<file path="config.mk">
export PLATFORM = sky130hd
export DESIGN_NAME = http_request_line_parser_top
export DESIGN_NICKNAME = d
export VERILOG_FILES = /design/src/hdl/hrlp_pkg.sv /design/src/hdl/hrlp_engine.sv /design/src/hdl/http_request_line_parser_top.sv
export SDC_FILE = /design/constraint.sdc
export NUM_CORES = 1
export LEC_CHECK = 0
export CORE_AREA = 3 3 151 153
export DETAILED_ROUTE_END_ITERATION = 12
export DIE_AREA = 0 0 154 156
export DONT_BUFFER_PORTS = 1
export PLACE_DENSITY = 0.73
export SKIP_LAST_GASP = 1
export SLEW_MARGIN = 5
export SYNTH_ARGS = -nofsm -noshare
export SYNTH_HDL_FRONTEND = slang
export SYNTH_HIERARCHICAL = 1
export SYNTH_SLANG_ARGS = --single-unit
export TNS_END_PERCENT = 1
</file>
<file path="constraint.sdc">
create_clock -name i_clk -period 10.5 [get_ports i_clk]
set_clock_uncertainty 0.2 [all_clocks]
set_input_delay 2.1 -clock i_clk [delete_from_list [all_inputs] [get_ports i_clk]]
set_output_delay 2.1 -clock i_clk [all_outputs]
set_load 0.005 [all_outputs]
</file>
<file path="src/hdl/hrlp_pkg.sv">
`default_nettype none
// ----------------------------------------------------------------------------
// hrlp_pkg
// Shared types, character codes and match patterns for the HTTP request
// line parser.
// ----------------------------------------------------------------------------
package hrlp_pkg;

    // input beat: one received byte or a new-connection marker
    typedef struct packed {
        logic       kind;
        logic [7:0] data_byte;
        logic       last_in_chunk;
    } t_in_item;

    // result beat: one per input beat
    typedef struct packed {
        logic [1:0]         stored_kind;
        logic [7:0]         stored_byte;
        logic [6:0]         stored_index;
        logic               uri_done;
        logic               abort_conn;
        logic               request_done;
        logic [1:0]         method_seen;
        logic signed [31:0] body_left;
    } t_out_item;

    // parser phase
    typedef enum logic [2:0] {
        PH_METHOD  = 3'd0,
        PH_URI     = 3'd1,
        PH_HEADERS = 3'd2,
        PH_HEADER  = 3'd3,
        PH_PARAMS  = 3'd4,
        PH_IDLE    = 3'd5
    } t_phase;

    // position inside one header line
    typedef enum logic [2:0] {
        HS_NAME   = 3'd0,
        HS_COLON  = 3'd1,
        HS_SKIP   = 3'd2,
        HS_LEAD   = 3'd3,
        HS_DIGITS = 3'd4,
        HS_DONE   = 3'd5,
        HS_OTHER  = 3'd6
    } t_hsub;

    // item kinds
    localparam logic KIND_NEW_CONN = 1'b0;

    // stored kinds
    localparam logic [1:0] SK_NONE  = 2'd0;
    localparam logic [1:0] SK_URI   = 2'd1;
    localparam logic [1:0] SK_PARAM = 2'd2;

    // methods
    localparam logic [1:0] METH_NONE = 2'd0;
    localparam logic [1:0] METH_GET  = 2'd1;
    localparam logic [1:0] METH_POST = 2'd2;

    // match positions
    localparam logic [2:0] MP_START  = 3'd0;
    localparam logic [2:0] MP_GET    = 3'd1;
    localparam logic [2:0] MP_GET_END  = 3'd3;
    localparam logic [2:0] MP_POST   = 3'd4;
    localparam logic [2:0] MP_POST_END = 3'd7;

    // character codes
    localparam logic [7:0] CH_TAB   = 8'h09;
    localparam logic [7:0] CH_LF    = 8'h0A;
    localparam logic [7:0] CH_VT    = 8'h0B;
    localparam logic [7:0] CH_FF    = 8'h0C;
    localparam logic [7:0] CH_CR    = 8'h0D;
    localparam logic [7:0] CH_SP    = 8'h20;
    localparam logic [7:0] CH_AMP   = 8'h26;
    localparam logic [7:0] CH_PLUS  = 8'h2B;
    localparam logic [7:0] CH_MINUS = 8'h2D;
    localparam logic [7:0] CH_0     = 8'h30;
    localparam logic [7:0] CH_9     = 8'h39;
    localparam logic [7:0] CH_COLON = 8'h3A;
    localparam logic [7:0] CH_EQ    = 8'h3D;
    localparam logic [7:0] CH_QM    = 8'h3F;
    localparam logic [7:0] CH_G     = 8'h47;
    localparam logic [7:0] CH_P     = 8'h50;

    // length header name
    localparam logic [3:0] NAME_LEN  = 4'd14;
    localparam logic [3:0] NAME_LAST = 4'd13;

    // saturation limit of the length value
    localparam logic [34:0] VAL_MAX = 35'h0_7FFF_FFFF;

    // "Content-Length" by position
    function automatic logic [7:0] name_char(input logic [3:0] idx);
        logic [7:0] c;
        unique case (idx)
            4'd0:    c = 8'h43; // C
            4'd1:    c = 8'h6F; // o
            4'd2:    c = 8'h6E; // n
            4'd3:    c = 8'h74; // t
            4'd4:    c = 8'h65; // e
            4'd5:    c = 8'h6E; // n
            4'd6:    c = 8'h74; // t
            4'd7:    c = 8'h2D; // -
            4'd8:    c = 8'h4C; // L
            4'd9:    c = 8'h65; // e
            4'd10:   c = 8'h6E; // n
            4'd11:   c = 8'h67; // g
            4'd12:   c = 8'h74; // t
            4'd13:   c = 8'h68; // h
            default: c = 8'h00;
        endcase
        return c;
    endfunction

    // method tails: "GET " at 1..3, "POST " at 4..7
    function automatic logic [7:0] meth_char(input logic [2:0] pos);
        logic [7:0] c;
        unique case (pos)
            3'd1:    c = 8'h45; // E
            3'd2:    c = 8'h54; // T
            3'd3:    c = 8'h20; // space
            3'd4:    c = 8'h4F; // O
            3'd5:    c = 8'h53; // S
            3'd6:    c = 8'h54; // T
            3'd7:    c = 8'h20; // space
            default: c = 8'h00;
        endcase
        return c;
    endfunction

endpackage
`default_nettype wire

</file>
<file path="src/hdl/hrlp_engine.sv">
`default_nettype none
// ----------------------------------------------------------------------------
// hrlp_engine
// Parser state and the single-pass update for one beat: method match,
// URI and parameter storage, header scan and Content-Length value.
// ----------------------------------------------------------------------------
module hrlp_engine #(
    parameter int URI_MAX    = 64,
    parameter int PARAMS_MAX = 64,
    parameter int HEADER_MAX = 128
) (
    input  wire                 i_clk,
    input  wire                 i_rst_n,
    input  wire                 i_step,
    input  hrlp_pkg::t_in_item  i_item,
    output hrlp_pkg::t_out_item o_result
);

    localparam int UW = $clog2(URI_MAX + 1);
    localparam int PW = $clog2(PARAMS_MAX + 2);
    localparam int HW = $clog2(HEADER_MAX);

    localparam logic [UW-1:0] URI_LIMIT    = UW'(URI_MAX);
    localparam logic [PW-1:0] PARAMS_LIMIT = PW'(PARAMS_MAX);
    localparam logic [HW-1:0] HEADER_LIMIT = HW'(HEADER_MAX - 1);

    // state
    hrlp_pkg::t_phase r_phase, n_phase;
    hrlp_pkg::t_hsub  r_hsub, n_hsub;
    logic [2:0]       r_match, n_match;
    logic [1:0]       r_method, n_method;
    logic [UW-1:0]    r_uri_cnt, n_uri_cnt;
    logic [PW-1:0]    r_par_cnt, n_par_cnt;
    logic [HW-1:0]    r_hdr_cnt, n_hdr_cnt;
    logic [30:0]      r_acc, n_acc;
    logic             r_neg, n_neg;
    logic [31:0]      r_body, n_body;
    logic             r_skip, n_skip;

    // header byte feed
    hrlp_pkg::t_hsub  base_sub, f_sub;
    logic [30:0]      base_acc, f_acc;
    logic             base_neg, f_neg;
    logic [HW-1:0]    feed_idx;
    logic [7:0]       b;
    logic             is_digit;
    logic [3:0]       digit_val;
    logic [34:0]      acc_x10;

    // result fields
    logic [1:0] sk;
    logic [7:0] sb;
    logic [6:0] si;
    logic       udone, abrt, done;

    assign b         = i_item.data_byte;
    assign is_digit  = (b >= hrlp_pkg::CH_0) && (b <= hrlp_pkg::CH_9);
    assign digit_val = 4'(b - hrlp_pkg::CH_0);

    // first byte of a line starts from a clean name match
    always_comb begin
        if (r_phase == hrlp_pkg::PH_HEADERS) begin
            base_sub = hrlp_pkg::HS_NAME;
            base_acc = '0;
            base_neg = 1'b0;
            feed_idx = '0;
        end else begin
            base_sub = r_hsub;
            base_acc = r_acc;
            base_neg = r_neg;
            feed_idx = r_hdr_cnt;
        end
    end

    // acc * 10 + digit as shift and add
    assign acc_x10 = ({4'b0, base_acc} << 3) + ({4'b0, base_acc} << 1) + 35'(digit_val);

    // header sub-state step
    always_comb begin
        f_sub = base_sub;
        f_acc = base_acc;
        f_neg = base_neg;
        unique case (base_sub)
            hrlp_pkg::HS_NAME: begin
                if (feed_idx >= HW'(hrlp_pkg::NAME_LEN)
                    || b != hrlp_pkg::name_char(feed_idx[3:0])) begin
                    f_sub = hrlp_pkg::HS_OTHER;
                end else if (feed_idx == HW'(hrlp_pkg::NAME_LAST)) begin
                    f_sub = hrlp_pkg::HS_COLON;
                end
            end
            hrlp_pkg::HS_COLON: begin
                if (b == hrlp_pkg::CH_COLON) f_sub = hrlp_pkg::HS_SKIP;
            end
            hrlp_pkg::HS_SKIP: begin
                f_sub = hrlp_pkg::HS_LEAD;
            end
            hrlp_pkg::HS_LEAD: begin
                if (b == hrlp_pkg::CH_SP || b == hrlp_pkg::CH_TAB
                    || b == hrlp_pkg::CH_VT || b == hrlp_pkg::CH_FF) begin
                    f_sub = base_sub;
                end else if (b == hrlp_pkg::CH_PLUS) begin
                    f_sub = hrlp_pkg::HS_DIGITS;
                end else if (b == hrlp_pkg::CH_MINUS) begin
                    f_neg = 1'b1;
                    f_sub = hrlp_pkg::HS_DIGITS;
                end else if (is_digit) begin
                    f_acc = 31'(digit_val);
                    f_sub = hrlp_pkg::HS_DIGITS;
                end else begin
                    f_sub = hrlp_pkg::HS_DONE;
                end
            end
            hrlp_pkg::HS_DIGITS: begin
                if (is_digit) begin
                    f_acc = (acc_x10 > hrlp_pkg::VAL_MAX) ? 31'h7FFF_FFFF : acc_x10[30:0];
                end else begin
                    f_sub = hrlp_pkg::HS_DONE;
                end
            end
            default: begin
                f_sub = base_sub;
            end
        endcase
    end

    // next state and result for one beat
    always_comb begin
        n_phase   = r_phase;
        n_hsub    = r_hsub;
        n_match   = r_match;
        n_method  = r_method;
        n_uri_cnt = r_uri_cnt;
        n_par_cnt = r_par_cnt;
        n_hdr_cnt = r_hdr_cnt;
        n_acc     = r_acc;
        n_neg     = r_neg;
        n_body    = r_body;
        n_skip    = r_skip;
        sk        = hrlp_pkg::SK_NONE;
        sb        = '0;
        si        = '0;
        udone     = 1'b0;
        abrt      = 1'b0;
        done      = 1'b0;

        if (i_item.kind == hrlp_pkg::KIND_NEW_CONN) begin
            n_phase   = hrlp_pkg::PH_METHOD;
            n_hsub    = hrlp_pkg::HS_NAME;
            n_match   = hrlp_pkg::MP_START;
            n_method  = hrlp_pkg::METH_NONE;
            n_uri_cnt = '0;
            n_par_cnt = '0;
            n_hdr_cnt = '0;
            n_acc     = '0;
            n_neg     = 1'b0;
            n_body    = '1;
            n_skip    = 1'b0;
        end else if (r_phase != hrlp_pkg::PH_IDLE) begin
            if (r_skip) begin
                n_skip = 1'b0;
            end else begin
                unique case (r_phase)
                    hrlp_pkg::PH_METHOD: begin
                        if (r_match == hrlp_pkg::MP_START) begin
                            if (b == hrlp_pkg::CH_G) begin
                                n_match = hrlp_pkg::MP_GET;
                            end else if (b == hrlp_pkg::CH_P) begin
                                n_match = hrlp_pkg::MP_POST;
                            end else begin
                                abrt    = 1'b1;
                                n_phase = hrlp_pkg::PH_IDLE;
                            end
                        end else if (b == hrlp_pkg::meth_char(r_match)) begin
                            if (r_match == hrlp_pkg::MP_GET_END) begin
                                n_method = hrlp_pkg::METH_GET;
                                n_match  = hrlp_pkg::MP_START;
                                n_phase  = hrlp_pkg::PH_URI;
                            end else if (r_match == hrlp_pkg::MP_POST_END) begin
                                n_method = hrlp_pkg::METH_POST;
                                n_match  = hrlp_pkg::MP_START;
                                n_phase  = hrlp_pkg::PH_URI;
                            end else begin
                                n_match = r_match + 3'd1;
                            end
                        end else begin
                            abrt    = 1'b1;
                            n_phase = hrlp_pkg::PH_IDLE;
                        end
                    end
                    hrlp_pkg::PH_URI: begin
                        if (b == hrlp_pkg::CH_SP) begin
                            udone   = 1'b1;
                            n_phase = hrlp_pkg::PH_HEADERS;
                        end else if (b == hrlp_pkg::CH_QM) begin
                            udone   = 1'b1;
                            n_phase = hrlp_pkg::PH_PARAMS;
                        end else if (r_uri_cnt < URI_LIMIT) begin
                            sk        = hrlp_pkg::SK_URI;
                            sb        = b;
                            si        = 7'(r_uri_cnt);
                            n_uri_cnt = r_uri_cnt + UW'(1);
                        end
                    end
                    hrlp_pkg::PH_HEADERS: begin
                        if (b == hrlp_pkg::CH_CR || b == hrlp_pkg::CH_LF) begin
                            n_skip = (b == hrlp_pkg::CH_CR);
                            // blank line ends the header block
                            if (r_method == hrlp_pkg::METH_POST) begin
                                n_phase = hrlp_pkg::PH_PARAMS;
                            end else begin
                                done    = 1'b1;
                                n_phase = hrlp_pkg::PH_IDLE;
                            end
                        end else begin
                            n_hsub    = f_sub;
                            n_acc     = f_acc;
                            n_neg     = f_neg;
                            n_hdr_cnt = HW'(1);
                            n_phase   = hrlp_pkg::PH_HEADER;
                        end
                    end
                    hrlp_pkg::PH_HEADER: begin
                        if (b == hrlp_pkg::CH_CR || b == hrlp_pkg::CH_LF) begin
                            n_skip = (b == hrlp_pkg::CH_CR);
                            if (r_hsub == hrlp_pkg::HS_LEAD || r_hsub == hrlp_pkg::HS_DIGITS
                                || r_hsub == hrlp_pkg::HS_DONE) begin
                                n_body = (r_neg && r_acc != '0) ? '1 : {1'b0, r_acc};
                            end
                            n_phase = hrlp_pkg::PH_HEADERS;
                        end else if (r_hdr_cnt < HEADER_LIMIT) begin
                            n_hsub    = f_sub;
                            n_acc     = f_acc;
                            n_neg     = f_neg;
                            n_hdr_cnt = r_hdr_cnt + HW'(1);
                        end
                    end
                    hrlp_pkg::PH_PARAMS: begin
                        if (b == hrlp_pkg::CH_SP || b == hrlp_pkg::CH_CR
                            || b == hrlp_pkg::CH_LF) begin
                            // terminator may use one slot past the buffer
                            if (r_par_cnt <= PARAMS_LIMIT) begin
                                sk        = hrlp_pkg::SK_PARAM;
                                si        = 7'(r_par_cnt);
                                n_par_cnt = r_par_cnt + PW'(1);
                            end
                            if (b == hrlp_pkg::CH_SP) begin
                                n_phase = hrlp_pkg::PH_HEADERS;
                            end else begin
                                done    = 1'b1;
                                n_phase = hrlp_pkg::PH_IDLE;
                            end
                        end else if (r_par_cnt < PARAMS_LIMIT) begin
                            sk        = hrlp_pkg::SK_PARAM;
                            sb        = (b == hrlp_pkg::CH_AMP || b == hrlp_pkg::CH_EQ) ? 8'h00 : b;
                            si        = 7'(r_par_cnt);
                            n_par_cnt = r_par_cnt + PW'(1);
                        end
                        // body countdown, only with a known length
                        if (r_body != '0 && !r_body[31]) begin
                            n_body = r_body - 32'd1;
                        end
                    end
                    default: begin
                        n_phase = r_phase;
                    end
                endcase
            end
            // end of chunk with the whole body seen
            if (i_item.last_in_chunk && n_phase == hrlp_pkg::PH_PARAMS && n_body == '0) begin
                done    = 1'b1;
                n_phase = hrlp_pkg::PH_IDLE;
            end
        end
    end

    // result beat
    always_comb begin
        o_result.stored_kind  = sk;
        o_result.stored_byte  = sb;
        o_result.stored_index = si;
        o_result.uri_done     = udone;
        o_result.abort_conn   = abrt;
        o_result.request_done = done;
        o_result.method_seen  = n_method;
        o_result.body_left    = $signed(n_body);
    end

    // state registers
    always_ff @(posedge i_clk) begin
        if (!i_rst_n) begin
            r_phase   <= hrlp_pkg::PH_IDLE;
            r_hsub    <= hrlp_pkg::HS_NAME;
            r_match   <= hrlp_pkg::MP_START;
            r_method  <= hrlp_pkg::METH_NONE;
            r_uri_cnt <= '0;
            r_par_cnt <= '0;
            r_hdr_cnt <= '0;
            r_acc     <= '0;
            r_neg     <= 1'b0;
            r_body    <= '1;
            r_skip    <= 1'b0;
        end else if (i_step) begin
            r_phase   <= n_phase;
            r_hsub    <= n_hsub;
            r_match   <= n_match;
            r_method  <= n_method;
            r_uri_cnt <= n_uri_cnt;
            r_par_cnt <= n_par_cnt;
            r_hdr_cnt <= n_hdr_cnt;
            r_acc     <= n_acc;
            r_neg     <= n_neg;
            r_body    <= n_body;
            r_skip    <= n_skip;
        end
    end

    // abort and completion both park the parser
    a_abort_idle: assert property (@(posedge i_clk) disable iff (!i_rst_n)
        i_step && o_result.abort_conn |=> r_phase == hrlp_pkg::PH_IDLE)
        else $error("abort did not return parser to idle");

    a_done_idle: assert property (@(posedge i_clk) disable iff (!i_rst_n)
        i_step && o_result.request_done |=> r_phase == hrlp_pkg::PH_IDLE)
        else $error("request completion did not return parser to idle");

    // end of URI only once a method is known
    a_uri_method: assert property (@(posedge i_clk) disable iff (!i_rst_n)
        i_step && o_result.uri_done |-> o_result.method_seen != hrlp_pkg::METH_NONE)
        else $error("URI ended without a method");

    // a stored byte never comes with an abort
    a_store_abort: assert property (@(posedge i_clk) disable iff (!i_rst_n)
        i_step && o_result.abort_conn |-> o_result.stored_kind == hrlp_pkg::SK_NONE)
        else $error("byte stored on abort");

endmodule
`default_nettype wire

</file>
<file path="src/hdl/http_request_line_parser_top.sv">
`default_nettype none
// ----------------------------------------------------------------------------
// http_request_line_parser_top
// Byte-serial HTTP request parser: method match, URI and parameter bytes,
// Content-Length scan, completion and abort flags.
//
//   channel | direction | handshake             | payload
//   in      | sink      | i_in_valid / o_in_stall   | i_in_data  (t_in_item)
//   out     | source    | o_out_valid / i_out_stall | o_out_data (t_out_item)
//
// one beat in gives one beat out; a beat is taken every cycle when the
// output is not stalled. each beat passes the input register, then the
// single-pass state update into the output register.
// reset (i_rst_n low, synchronous) leaves the parser idle with no length.
// a stalled output holds its beat; the input register still takes one more.
// ----------------------------------------------------------------------------
module http_request_line_parser_top #(
    parameter int URI_MAX    = 64,
    parameter int PARAMS_MAX = 64,
    parameter int HEADER_MAX = 128
) (
    input  wire                 i_clk,
    input  wire                 i_rst_n,
    input  wire                 i_in_valid,
    input  hrlp_pkg::t_in_item  i_in_data,
    output logic                o_in_stall,
    output logic                o_out_valid,
    output hrlp_pkg::t_out_item o_out_data,
    input  wire                 i_out_stall
);

    logic                r_in_valid;
    hrlp_pkg::t_in_item  r_in;
    logic                r_out_valid;
    hrlp_pkg::t_out_item r_out;
    hrlp_pkg::t_out_item result;
    logic                advance;
    logic                in_take;

    // move the held beat through the engine when the output slot frees
    assign advance    = r_in_valid && (!r_out_valid || !i_out_stall);
    assign o_in_stall = r_in_valid && !advance;
    assign in_take    = i_in_valid && !o_in_stall;

    hrlp_engine #(
        .URI_MAX    (URI_MAX),
        .PARAMS_MAX (PARAMS_MAX),
        .HEADER_MAX (HEADER_MAX)
    ) u_engine (
        .i_clk    (i_clk),
        .i_rst_n  (i_rst_n),
        .i_step   (advance),
        .i_item   (r_in),
        .o_result (result)
    );

    // input register
    always_ff @(posedge i_clk) begin
        if (!i_rst_n) begin
            r_in_valid <= 1'b0;
        end else if (in_take) begin
            r_in_valid <= 1'b1;
        end else if (advance) begin
            r_in_valid <= 1'b0;
        end
    end

    always_ff @(posedge i_clk) begin
        if (in_take) begin
            r_in <= i_in_data;
        end
    end

    // output register
    always_ff @(posedge i_clk) begin
        if (!i_rst_n) begin
            r_out_valid <= 1'b0;
        end else if (advance) begin
            r_out_valid <= 1'b1;
        end else if (!i_out_stall) begin
            r_out_valid <= 1'b0;
        end
    end

    always_ff @(posedge i_clk) begin
        if (advance) begin
            r_out <= result;
        end
    end

    assign o_out_valid = r_out_valid;
    assign o_out_data  = r_out;

endmodule
`default_nettype wire
</file>
Word level (Yosys, flattened, before mapping):

Memories as Yosys holds them, arrays and structs flattened.
Cells that the tools add are included.

* register bits: 163
* bits in latches: 0
* memory bits (writable): 0
* ROM bits: 112
* output and inout port bits: 56
* word-level logic and storage cells: 307
* memories kept: 1

* $add $sub $neg: 8
* multiply operators: 0
* divide/modulo/power cells: 0
* order comparisons: 8
* equality and inequality tests: 55
* shift operators: 0
* mux-type cells: 164
* bitwise logic cells: 4
* reductions and logical operators: 43

Memory list
* (name not given): words 16, bits a word 7, rd ports 1, clocked after Yosys merged registers in 0, write ports 0, RTL line hrlp_pkg.sv:97 `unique case (idx)`

Operator list (number)
* $mux 31: 13
* $mux 32: 9
* $mux 7: 27
* $mux 3: 42
* $pmux 31 s2: 2
* $mux 8: 12
* $pmux 32 s2: 1
* $eq 8x6->1 const B: 7
* $eq 8x4->1 const B: 5
* $add 34x32->35: 1
* $add 35x4->35: 1
* $gt 35x31->1 const B: 1
* $mux 1: 35
* $pmux 7 s5: 1
* $logic_not 32->1: 1
* $reduce_bool 32->1: 1
* $sub 32x1->32 const B: 1
* $reduce_bool 31->1: 1
* $pmux 3 s5: 2
* $pmux 7 s2: 2
* $eq 3x3->1 const B: 9
* $mux 2: 13
* $add 7x1->7 const B: 3
* $eq 3x2->1 const B: 7
* other kinds (35): 85

Depth between registers and ports, before layout:

Gate-level depths: netlist of run 1.

* depth in word-level cells: 21
* gate-level depth with buffers: 20
* gate-level depth less buffers: 15

By module:

The synthesis of run 1 kept the hierarchy.

Modules (own cells, without submodules)
* hrlp_engine: times used 1, cells an instance 1462, area an instance 10410.0 um2
* http_request_line_parser_top: times used 1, cells an instance 72, area an instance 2005.7 um2

Worst setup path before layout of run 1:

No wires, ideal clock.

* kind: in2reg
* from: in i_out_stall
* to: reg u_engine.r_acc[14]
* setup time: 0.070 ns
* data arrival time: 7.850 ns
* required time: 10.230 ns
* path slack: 2.380 ns
* cell stages on the path: 7
* path through: a21boi_0 -> and2_1 -> nand2_1 -> nor4_1 -> clkbuf_1 -> o221ai_1 -> a21oi_1

* cells in the longest elaborated chain, start to end: 4

RTL lines
* start: declaration: RTL line http_request_line_parser_top.sv:29 `input wire i_out_stall`
* $logic_not 1->1
* $logic_or 1x1->1: RTL line http_request_line_parser_top.sv:41 `assign advance = r_in_valid && (!r_out_valid || !i_out_stall);`
* $logic_and 1x1->1: RTL line http_request_line_parser_top.sv:41
* $reduce_and 7->1 (no source line)
* end signal: assignment: RTL line hrlp_engine.sv:311 `r_acc <= n_acc;`
* end: declaration: RTL line hrlp_engine.sv:35 `logic [30:0] r_acc, n_acc;`

Every way passes these cells.
A chain may end at the register's enable or synchronous reset.

Worst setup path after layout of run 1:

* from: reg u_engine.r_phase[2]
* to: reg u_engine.r_acc[1]

* cells in the longest elaborated chain, start to end: 14

RTL lines
* start: declaration: RTL line hrlp_engine.sv:28 `hrlp_pkg::t_phase r_phase, n_phase;`
* start signal: assignment: RTL line hrlp_engine.sv:292 `r_phase <= hrlp_pkg::PH_IDLE;`
* start signal: assignment: RTL line hrlp_engine.sv:304 `r_phase <= n_phase;`
* $eq 3x2->1: RTL line hrlp_engine.sv:62, hrlp_engine.sv:163
* $mux 31: RTL line hrlp_engine.sv:62 `if (r_phase == hrlp_pkg::PH_HEADERS) begin`
* $add 34x32->35: RTL line hrlp_engine.sv:76 `assign acc_x10 = ({4'b0, base_acc} << 3) + ({4'b0, base_acc} << 1) + 35'(digit_val);`
* $add 35x4->35: RTL line hrlp_engine.sv:76
* $gt 35x31->1: RTL line hrlp_engine.sv:116 `f_acc = (acc_x10 > hrlp_pkg::VAL_MAX) ? 31'h7FFF_FFFF : acc_x10[30:0];`
* $mux 31: RTL line hrlp_engine.sv:116
* $mux 31: RTL line hrlp_engine.sv:115 `if (is_digit) begin`
* $pmux 31 s2: RTL line hrlp_engine.sv:83 `unique case (base_sub)`
* $mux 31: RTL line hrlp_engine.sv:231 `end else if (r_hdr_cnt < HEADER_LIMIT) begin`
* $mux 31: RTL line hrlp_engine.sv:224 `if (b == hrlp_pkg::CH_CR || b == hrlp_pkg::CH_LF) begin`
* $pmux 31 s2: RTL line hrlp_engine.sv:163 `unique case (r_phase)`
* $mux 31: RTL line hrlp_engine.sv:160 `if (r_skip) begin`
* $mux 31: RTL line hrlp_engine.sv:159 `end else if (r_phase != hrlp_pkg::PH_IDLE) begin`
* $mux 31: RTL line hrlp_engine.sv:147 `if (i_item.kind == hrlp_pkg::KIND_NEW_CONN) begin`

Several ways; a longest one is shown, not always the timed one. The select of a mux whose other input is x is not followed.

==> results_dict.tcl, run 1 <==
set metrics [dict create \
    status "finished clean" \
    path_clk_slew_ps 80 \
    crit_fanout 50 \
    end_kind "register" \
    synth_most_common_cell "nor2_1" \
    synth_flop_cell "dfxtp_1" \
    overflow 0 \
    dp.cells 1726 \
    hold_viol_final 0 \
    cts_sinks 163 \
    cts-htree-levels 4 \
    critPathLaunchType "register" \
    diodes 0 \
    synth.top_cell.area_share 0.1596 \
    layout_min_cycle_time_ps 5568 \
    drcViolationCount 0 \
    core-area_um2 21690 \
    synth_area_um2 12420 \
    cts_resized 0 \
    detail-route-antenna-nets 0 \
    clockRootBuffer "clkbuf_16" \
    drv_cap 0 \
    ys_seq_elements 163 \
    antenna_found_initial 0 \
    fmax_mhz 179.6 \
    finalNetCount 1556 \
    cts_hold_buf 0 \
    numCtsBuffers 17 \
    fin_tns_setup_ps 0 \
    grt_pass1_vias 10974 \
    netlist_instances 1534 \
    grt_pass1_wl_um 59560 \
    rsz0062_at_grt "false" \
    tritoncts "done" \
    met3_usage 0.04799 \
    clkPwrFrac 0.446 \
    maxSlewViolCount 0 \
    fin_area_um2 13040 \
    powerDensity_nw_per_um2 109.2 \
    initialDrtViolationCount 1438 \
    gr-usage-all-layers 0.3024 \
    worstSetupStartpoint "u_engine/r_phase[2]$_SDFFE_PN1P_" \
    cp_data_arrival_time_ps 5700 \
    slew_headroom 0.1756 \
    synth_edf_count 64 \
    seq_area_frac_synth 0.3144 \
    die_x_um 154 \
    clock_latency_ps 440 \
    swShare 0.2723 \
    use_met1 0.4429 \
    routabilityCongestion 0.9664 \
    dr.pass1.iters 7 \
    cellLeakagePower_nw 4.940 \
    port-buffer-count 0 \
    route.final.wire_length_um 37230 \
    p_total_w 0.001423 \
    grtUsageMet2 0.4628 \
    dp_hpwl_um 26230 \
    initial_core_util 0.5725 \
    post-route-util 0.6012 \
    final_cells 1758 \
    synthTopCellsByCount "149 x nor2_1, 132 x a21oi_1, 131 x nand2_1" \
    setup_viol 0 \
    synth-async-reset-ratio 0 \
    internal-power_w 0.001036 \
    ff2ff_setup_slack_ps 4930 \
    synth_area_leaders "dfxtp_1 16%, edfxtp_1 15%, ha_1 7.7%" \
    worst_pin_slew_ps 1232 \
    fillers 1934 \
    std_cell_rows 54 \
    ys_types 97 \
    syn_area_per_cell_um2 8.094 \
    sequentialPowerShare 0.485 \
    crit_required_ps 10640 \
    design.die.area_um2 24020 \
    synthesis.nets 1625 \
    wire_per_inst_um 21.18 \
    hold_start "u_engine/r_method[0]$_SDFFE_PN0P_" \
    hold_class "register to register" \
    worstReg2RegStart "u_engine/r_phase[2]$_SDFFE_PN1P_" \
    p_switching_w 0.0003876 \
    place_area_um2 12440 \
    ios 70 \
    syn_to_final_growth_pct 5.029 \
    cts_buffer_depth 2 \
    cts_setup_buffers 0 \
    die_h_um 156 \
    vias 12017 \
    drive_above_1_share 0.06631 \
    synth_top_cell_by_area "dfxtp_1" \
    busiest_layer "met2" \
    synth_warnings 6 \
    ir_worst_vdd_mv 0.06744 \
    combPwrFrac 0.069 \
    period_share 0.5302 \
    critPathKind "register to register" \
    grt_max_degree 85 \
    routed_via_density 6.836 \
]
flip-flops by register name, indices dropped and copies added, names as in the netlist, 2 cells and up:
| name | count |
|---|---|
| o_out_data | 54 |
| u_engine/r_body | 32 |
| u_engine/r_acc | 31 |
| r_in | 10 |
| u_engine/r_hdr_cnt | 7 |
| u_engine/r_par_cnt | 7 |
| u_engine/r_uri_cnt | 7 |
| u_engine/r_hsub | 3 |
| u_engine/r_match | 3 |
| u_engine/r_phase | 3 |
| u_engine/r_method | 2 |
path summary, 6_finish.rpt:
kind,cells after the start,end
setup / recovery,16,u_engine/r_acc[1]$_SDFFE_PN0P_
hold / removal,2,u_engine/r_method[0]$_SDFFE_PN0P_
hold reg to reg,2,u_engine/r_method[0]$_SDFFE_PN0P_
setup reg to reg,16,u_engine/r_acc[1]$_SDFFE_PN0P_
metrics by stage:
step | worst slack (ps) | hold WS [ps]
6_report | 4932 | 292.5
3_3_place_gp | 4913 | 269.4
4_1_cts | 5113 | 290.1
5_1_grt | 4657 | 320.7
2_1_floorplan | 2380 | 227.8
3_5_place_dp | 4786 | 281.1
layer usage:
layer	up-vias	share of wire
met1	5714	0.45
met5	-	0
li1	5590	-
met4	0	0.025
met2	631	0.44
met3	82	0.082
kinds of logic (layout without fill, tap and decap cells):
family / after synthesis / count (layout) / synth area share
mux: 10 / 10 / 0.008364
fa+ha+maj: 77 / 77 / 0.07820
compound gates: 462 / 462 / 0.2480
flops: 163 / 163 / 0.3144
simple gates: 624 / 624 / 0.2629
buf+inv: 149 / 93 / 0.05351
xor+xnor: 49 / 49 / 0.03457
layout make-up:
class                      instances  area (um^2)  share of cell area
multi-input combinational       1222         7899              0.6057
sequential                       163         3904              0.2994
clock buffer                      18        450.4             0.03454
tap                              280        350.3             0.02687
inverter                          46        172.7             0.01324
clock inverter                    14        151.4             0.01161
timing repair buffer              15        112.6            0.008636
critical path, cell delays in order, from the launching register on:
cell       delay [ps]
dfxtp_1           850
or3b_1            210
buf_4             420
nand2_1           170
xnor2_1           160
ha_1              210
a31o_2            220
ha_1              320
nand2b_1          110
a211oi_1          100
o311ai_0          570
nand3_1           250
a31oi_1           320
o21bai_1          170
o31ai_1           720
o2111ai_1         210
a22o_1            240
placed cells by master (no fill, tap or decap), types with 14 or more instances in the layout:
master     count
nor4_1        26
o21a_1        14
and3_1        16
a21oi_1      132
nor2b_1       19
clkbuf_16     18
nor3_1        55
a31oi_1       15
nand4_1       30
inv_1         46
a211oi_1      18
xor2_1        24
xnor2_1       25
ha_1          76
nand3_1       46
o21ai_0       97
or3_1         15
buf_4         15
dfxtp_1       99
edfxtp_1      64
a21o_1        17
o211ai_1      24
nor2_1       149
nand2_1      131
and2_1        61
power by group through the flow:
stage          clock network, W  registers [W]  logic (W)
3_5_place_dp                  0       0.000705  0.0000945
5_1_grt                0.000668       0.000693   0.000106
6_report               0.000635       0.000691  0.0000979
2_1_floorplan                 0       0.000694  0.0000826
4_1_cts                0.000640       0.000690  0.0000953
3_3_place_gp                  0       0.000704  0.0000929
Note: power is estimated with default switching activity, not from simulation.
==> run 2: changes to the inputs <==
Clock period 10.5 ns to 5.8 ns, I/O delays scaled along.
==> run 2 against run 1 <==
  * Total power up 80%
  * Largest cell class unchanged
  * Sequential power up 79%
  * Global-route usage up 0.082 points
  * Critical path type unchanged
  * First-iteration DRC count down 9.2%
  * Highest routed layer unchanged
==> results_dict.tcl, run 2 (synthesized netlist as in run 1, its figures left out) <==
set metrics [dict create \
    status "finished clean" \
    die_h_um 156 \
    final_cells 1770 \
    end_kind "register" \
    routabilityCongestion 1.010 \
    crit_fanout 36 \
    cellLeakagePower_nw 4.987 \
    drv_cap 0 \
    critPathKind "register to register" \
    grt_pass1_vias 10890 \
    slew_headroom 0.2233 \
    route.final.wire_length_um 37050 \
    worst_pin_slew_ps 1165 \
    dp.cells 1738 \
    detail-route-antenna-nets 0 \
    wire_per_inst_um 20.93 \
    powerDensity_nw_per_um2 195.3 \
    dr.pass1.iters 5 \
    numCtsBuffers 17 \
    initialDrtViolationCount 1306 \
    period_share 0.8971 \
    p_total_w 0.002561 \
    drive_above_1_share 0.07383 \
    met2_length_um 16150 \
    clock_latency_ps 440 \
    antenna_found_initial 0 \
    grt_max_degree 84 \
    cts_buffer_depth 2 \
    vias 12012 \
    setup_ws_ps 596.6 \
    rsz0062_at_grt "false" \
    top_layer "met4" \
    ios 70 \
    grt_pass1_wl_um 59900 \
    dp_slack_ps 712.8 \
    cts_setup_buffers 0 \
    cts_resized 0 \
    fillers 1897 \
    path_clk_slew_ps 70 \
    gr-usage-all-layers 0.3032 \
    regArea_um2 3904 \
    wl_met3_um 3174 \
    port-buffer-count 0 \
    largest_reg_flops 54 \
    ir_worst_vdd_mv 0.1463 \
    hold_class "register to register" \
    setup_viol 0 \
    drt-met1-wl_um 16610 \
    finalNetCount 1568 \
    dp_hpwl_um 26720 \
    fin_tns_setup_ps 0 \
    multi_input_area_um2 7890 \
    design.die.area_um2 24020 \
    layout_common_cells "149 x nor2_1, 132 x a21oi_1, 131 x nand2_1" \
    overflow 0 \
    initial_core_util 0.5725 \
    cts-htree-levels 4 \
    drcViolationCount 0 \
    fmax_mhz 192.2 \
    cp_data_arrival_time_ps 5310 \
    crit_required_ps 5900 \
    core-area_um2 21690 \
    final_common_cell "nor2_1" \
    cts_sinks 163 \
    std_cell_rows 54 \
    critPathLaunchType "register" \
    tritoncts "done" \
    layout_min_cycle_time_ps 5203 \
    maxSlewViolCount 0 \
    routed_via_density 6.786 \
    clockRootBuffer "clkbuf_16" \
    cts_hold_buf 0 \
    syn_to_final_growth_pct 5.613 \
    die_x_um 154 \
    diodes 0 \
    hold_viol_final 0 \
]
run 2: path summary, 6_finish.rpt:
path / start / cells past startpoint / slack, ps / endpoint
hold reg to reg: u_engine/r_method[0]$_SDFFE_PN0P_ / 2 / 290 / u_engine/r_method[0]$_SDFFE_PN0P_
hold / removal: u_engine/r_method[0]$_SDFFE_PN0P_ / 2 / 290 / u_engine/r_method[0]$_SDFFE_PN0P_
setup / recovery: u_engine/r_phase[2]$_SDFFE_PN1P_ / 14 / 600 / u_engine/r_acc[20]$_SDFFE_PN0P_
setup reg to reg: u_engine/r_phase[2]$_SDFFE_PN1P_ / 14 / 600 / u_engine/r_acc[20]$_SDFFE_PN0P_
run 2: power breakdown:
| group | leakage, nW | internal (W) | switching [W] |
|---|---|---|---|
| clock | 0.287 | 0.000608 | 0.000523 |
| combinational | 3.37 | 0.0000605 | 0.000126 |
| sequential | 1.33 | 0.00121 | 0.0000300 |
| total | 4.99 | 0.00188 | 0.000679 |
run 2: per-stage QoR:
step	instance area (um^2)	util	hold slack [ps]
after floorplan	12420	-	227.8
after global placement	12520	0.5772	269.8
after detailed placement	12520	0.5772	278.9
after CTS	13110	0.6046	288.6
after global routing	13110	0.6046	344.2
final	13110	0.6046	291.4
run 2: critical path, cell delays in order, from the launching register on:
cell and delay (ps):
dfxtp_1 310, or3b_1 850, and2_1 420, ha_1 310
ha_1 410, a21oi_1 280, nand3b_1 100, a2111oi_0 370
a21oi_1 210, a211oi_1 630, a311o_1 310, nor2_1 90
nor4_4 130, buf_4 320, a21oi_1 120
run 2: area by class of cell:
class,instances,share of cell area
multi-input combinational,1222,0.6017
clock buffer,19,0.03540
timing repair buffer,27,0.01546
sequential,163,0.2977
clock inverter,13,0.009828
tap,280,0.02672
inverter,46,0.01317
run 2: routing by layer:
layer | global-route usage | vias to the layer above
li1 | - | 5621
met2 | 0.4567 | 615
met4 | 0.1131 | 0
met1 | 0.4399 | 5692
met3 | 0.04799 | 84
met5 | 0 | -
==> run 3: changes to the inputs <==
--- a/config.mk
+++ b/config.mk
@@ -7,2 +7,3 @@
 export LEC_CHECK = 0
+export BUFFER_PORTS_ARGS = -buffer_cell sky130_fd_sc_hd__buf_2
 export CORE_AREA = 3 3 151 153
@@ -10,4 +11,3 @@
 export DIE_AREA = 0 0 154 156
-export DONT_BUFFER_PORTS = 1
-export PLACE_DENSITY = 0.73
+export PLACE_DENSITY = 0.75
 export SKIP_LAST_GASP = 1
==> constraint.sdc (replaced) <==
create_clock -name i_clk -period 5.8 [get_ports i_clk]
set_clock_uncertainty 0.2 [all_clocks]
set_input_delay 1.74 -clock i_clk [delete_from_list [all_inputs] [get_ports i_clk]]
set_output_delay 1.74 -clock i_clk [all_outputs]
set_load 0.005 [all_outputs]
==> run 3 against run 2 <==
  * Sequential power is essentially flat
  * Critical path type unchanged
  * Highest routed layer unchanged
  * Design area rose by 2.7%
  * Sequential cell count unchanged
  * Combinational power rose by 12%
==> results_dict.tcl, run 3 (synthesized netlist as in run 1, its figures left out) <==
set metrics [dict create \
    p_switching_w 0.0007023 \
    period_share 0.8964 \
    hold_class "register to register" \
    dp.cells 1803 \
    slew_headroom 0.2541 \
    port-buffer-count 69 \
    design.die.area_um2 24020 \
    cts_sinks 163 \
    overflow 0 \
    tritoncts "done" \
    cts_resized 0 \
    worstReg2RegStart "u_engine/r_phase[2]$_SDFFE_PN1P_" \
    dp_slack_ps 730.0 \
    die_h_um 156 \
    syn_to_final_growth_pct 8.415 \
    maxSlewViolCount 0 \
    setup_ws_ps 601.1 \
    finalNetCount 1633 \
    critPathKind "register to register" \
    status "finished clean" \
    initial_core_util 0.5725 \
    rsz0062_at_grt "false" \
    setup_viol 0 \
    min_path_cells 2 \
    crit_fanout 34 \
    post-route-util 0.6206 \
    dp_hpwl_um 26990 \
    final_cells 1835 \
    routed_via_density 6.720 \
    cp_slowest_cell "or3b_1" \
    std_cell_rows 54 \
    crit_family "compound AO/OA/AOI/OAI gates" \
    diodes 0 \
    timing.hold.ws_ps 290.1 \
    path_clk_slew_ps 70 \
    ff2ff_setup_slack_ps 600 \
    sequentialPowerShare 0.472 \
    hold_viol_final 0 \
    gr-usage-all-layers 0.3038 \
    ir_worst_vdd_mv 0.1444 \
    cts_setup_buffers 0 \
    critPathBufInv 0 \
    largest_reg_flops 54 \
    clockRootBuffer "clkbuf_16" \
    internal-power_w 0.001931 \
    critPathLaunchType "register" \
    dr.pass1.iters 6 \
    crit_chain "or3b_1, and2_1, ha_1, ha_1, a21o_1, a21o_1, o311ai_0, nand3_1, a31oi_1, o21bai_1, o31ai_1, o2111ai_1, a22o_1" \
    route.final.wire_length_um 37480 \
    worst-r2r-cell-count 13 \
    detail-route-antenna-nets 0 \
    fmax_mhz 192.3 \
    clkPwrFrac 0.449 \
    antenna_found_initial 0 \
    die_x_um 154 \
    cts_buffer_depth 2 \
    end_kind "register" \
    ios 70 \
    crit_path_max_incr_delay_ps 810 \
    grt_pass1_wl_um 59940 \
    combPwrFrac 0.079 \
    final_common_cell "nor2_1" \
    powerDensity_nw_per_um2 195.6 \
    grt_max_degree 68 \
    cp.depth 13 \
    drcViolationCount 0 \
    fin_tns_setup_ps 0 \
    numCtsBuffers 17 \
    cp_data_arrival_time_ps 5330 \
    layout_min_cycle_time_ps 5199 \
    drive_above_1_share 0.1125 \
    routabilityCongestion 0.9873 \
    wire_per_inst_um 20.42 \
    worst_pin_slew_ps 1115 \
    cts_hold_buf 0 \
    cts-htree-levels 4 \
    endpoint "u_engine/r_acc[1]$_SDFFE_PN0P_" \
    vias 12331 \
    drv_cap 0 \
    clock_latency_ps 440 \
    layout_common_cells "149 x nor2_1, 132 x a21oi_1, 131 x nand2_1" \
    crit_required_ps 5930 \
    cellLeakagePower_nw 5.216 \
    worstSetupStartpoint "u_engine/r_phase[2]$_SDFFE_PN1P_" \
    initialDrtViolationCount 1513 \
    r2r_end "u_engine/r_acc[1]$_SDFFE_PN0P_" \
    swShare 0.2667 \
    grt_pass1_vias 11245 \
    core-area_um2 21690 \
]
==> run 3: changes by cell type in the layout (fill, tap and decap cells not counted) <==
cell       previous run  this run
clkinv_8              1         2
clkbuf_8              1         0
clkinv_4              1         0
inv_8                 4         3
clkbuf_16            18        20
buf_4                27        23
buf_2                 0        69
==> run 3: area by class of cell <==
type,instances,area [um^2]
fillers,1937,8228
multi-input cells,1222,7890
flip-flops and latches,163,3904
repair buffers,92,518.0
clock buffers,20,500.5
well taps,280,350.3
inverters,46,172.7
clock inverters,12,125.1
==> run 3: worst min-delay path: stages, from the launching register on <==
cell and delay [ps]:
dfxtp_1 330, nand2_1 50, a21boi_0 70
==> run 3: power by group through the flow <==
stage | clock [W] | combinational [W] | sequential, W
after floorplan | 0 | 0.000149 | 0.00125
after global placement | 0 | 0.000199 | 0.00127
after detailed placement | 0 | 0.000201 | 0.00127
after CTS | 0.00119 | 0.000202 | 0.00124
after global routing | 0.00124 | 0.000225 | 0.00125
final | 0.00118 | 0.000208 | 0.00124
==> run 3: per-stage QoR <==
step	instance area [um^2]	power, W
3_5_place_dp	12830	0.001469
2_1_floorplan	12420	0.001403
6_report	13460	0.002633
4_1_cts	13460	0.002635
5_1_grt	13460	0.002715
3_3_place_gp	12830	0.001466
==> run 3: worst min path at each step <==
stage	endpoint	start
3_3_place_gp	u_engine/r_method[0]$_SDFFE_PN0P_	u_engine/r_method[0]$_SDFFE_PN0P_
3_5_place_dp	u_engine/r_method[0]$_SDFFE_PN0P_	u_engine/r_method[0]$_SDFFE_PN0P_
2_1_floorplan	u_engine/r_uri_cnt[6]$_SDFFE_PN0P_	u_engine/r_uri_cnt[6]$_SDFFE_PN0P_
5_1_grt	u_engine/r_method[0]$_SDFFE_PN0P_	u_engine/r_method[0]$_SDFFE_PN0P_
4_1_cts	u_engine/r_method[0]$_SDFFE_PN0P_	u_engine/r_method[0]$_SDFFE_PN0P_
6_report	u_engine/r_method[0]$_SDFFE_PN0P_	u_engine/r_method[0]$_SDFFE_PN0P_
==> run 3: routing by layer <==
layer / up-vias / track usage / share of wire
met3: 80 / 0.04716 / 0.089
met5: - / 0 / 0
li1: 5742 / - / -
met2: 667 / 0.4846 / 0.45
met4: 0 / 0.08537 / 0.024
met1: 5842 / 0.4306 / 0.44
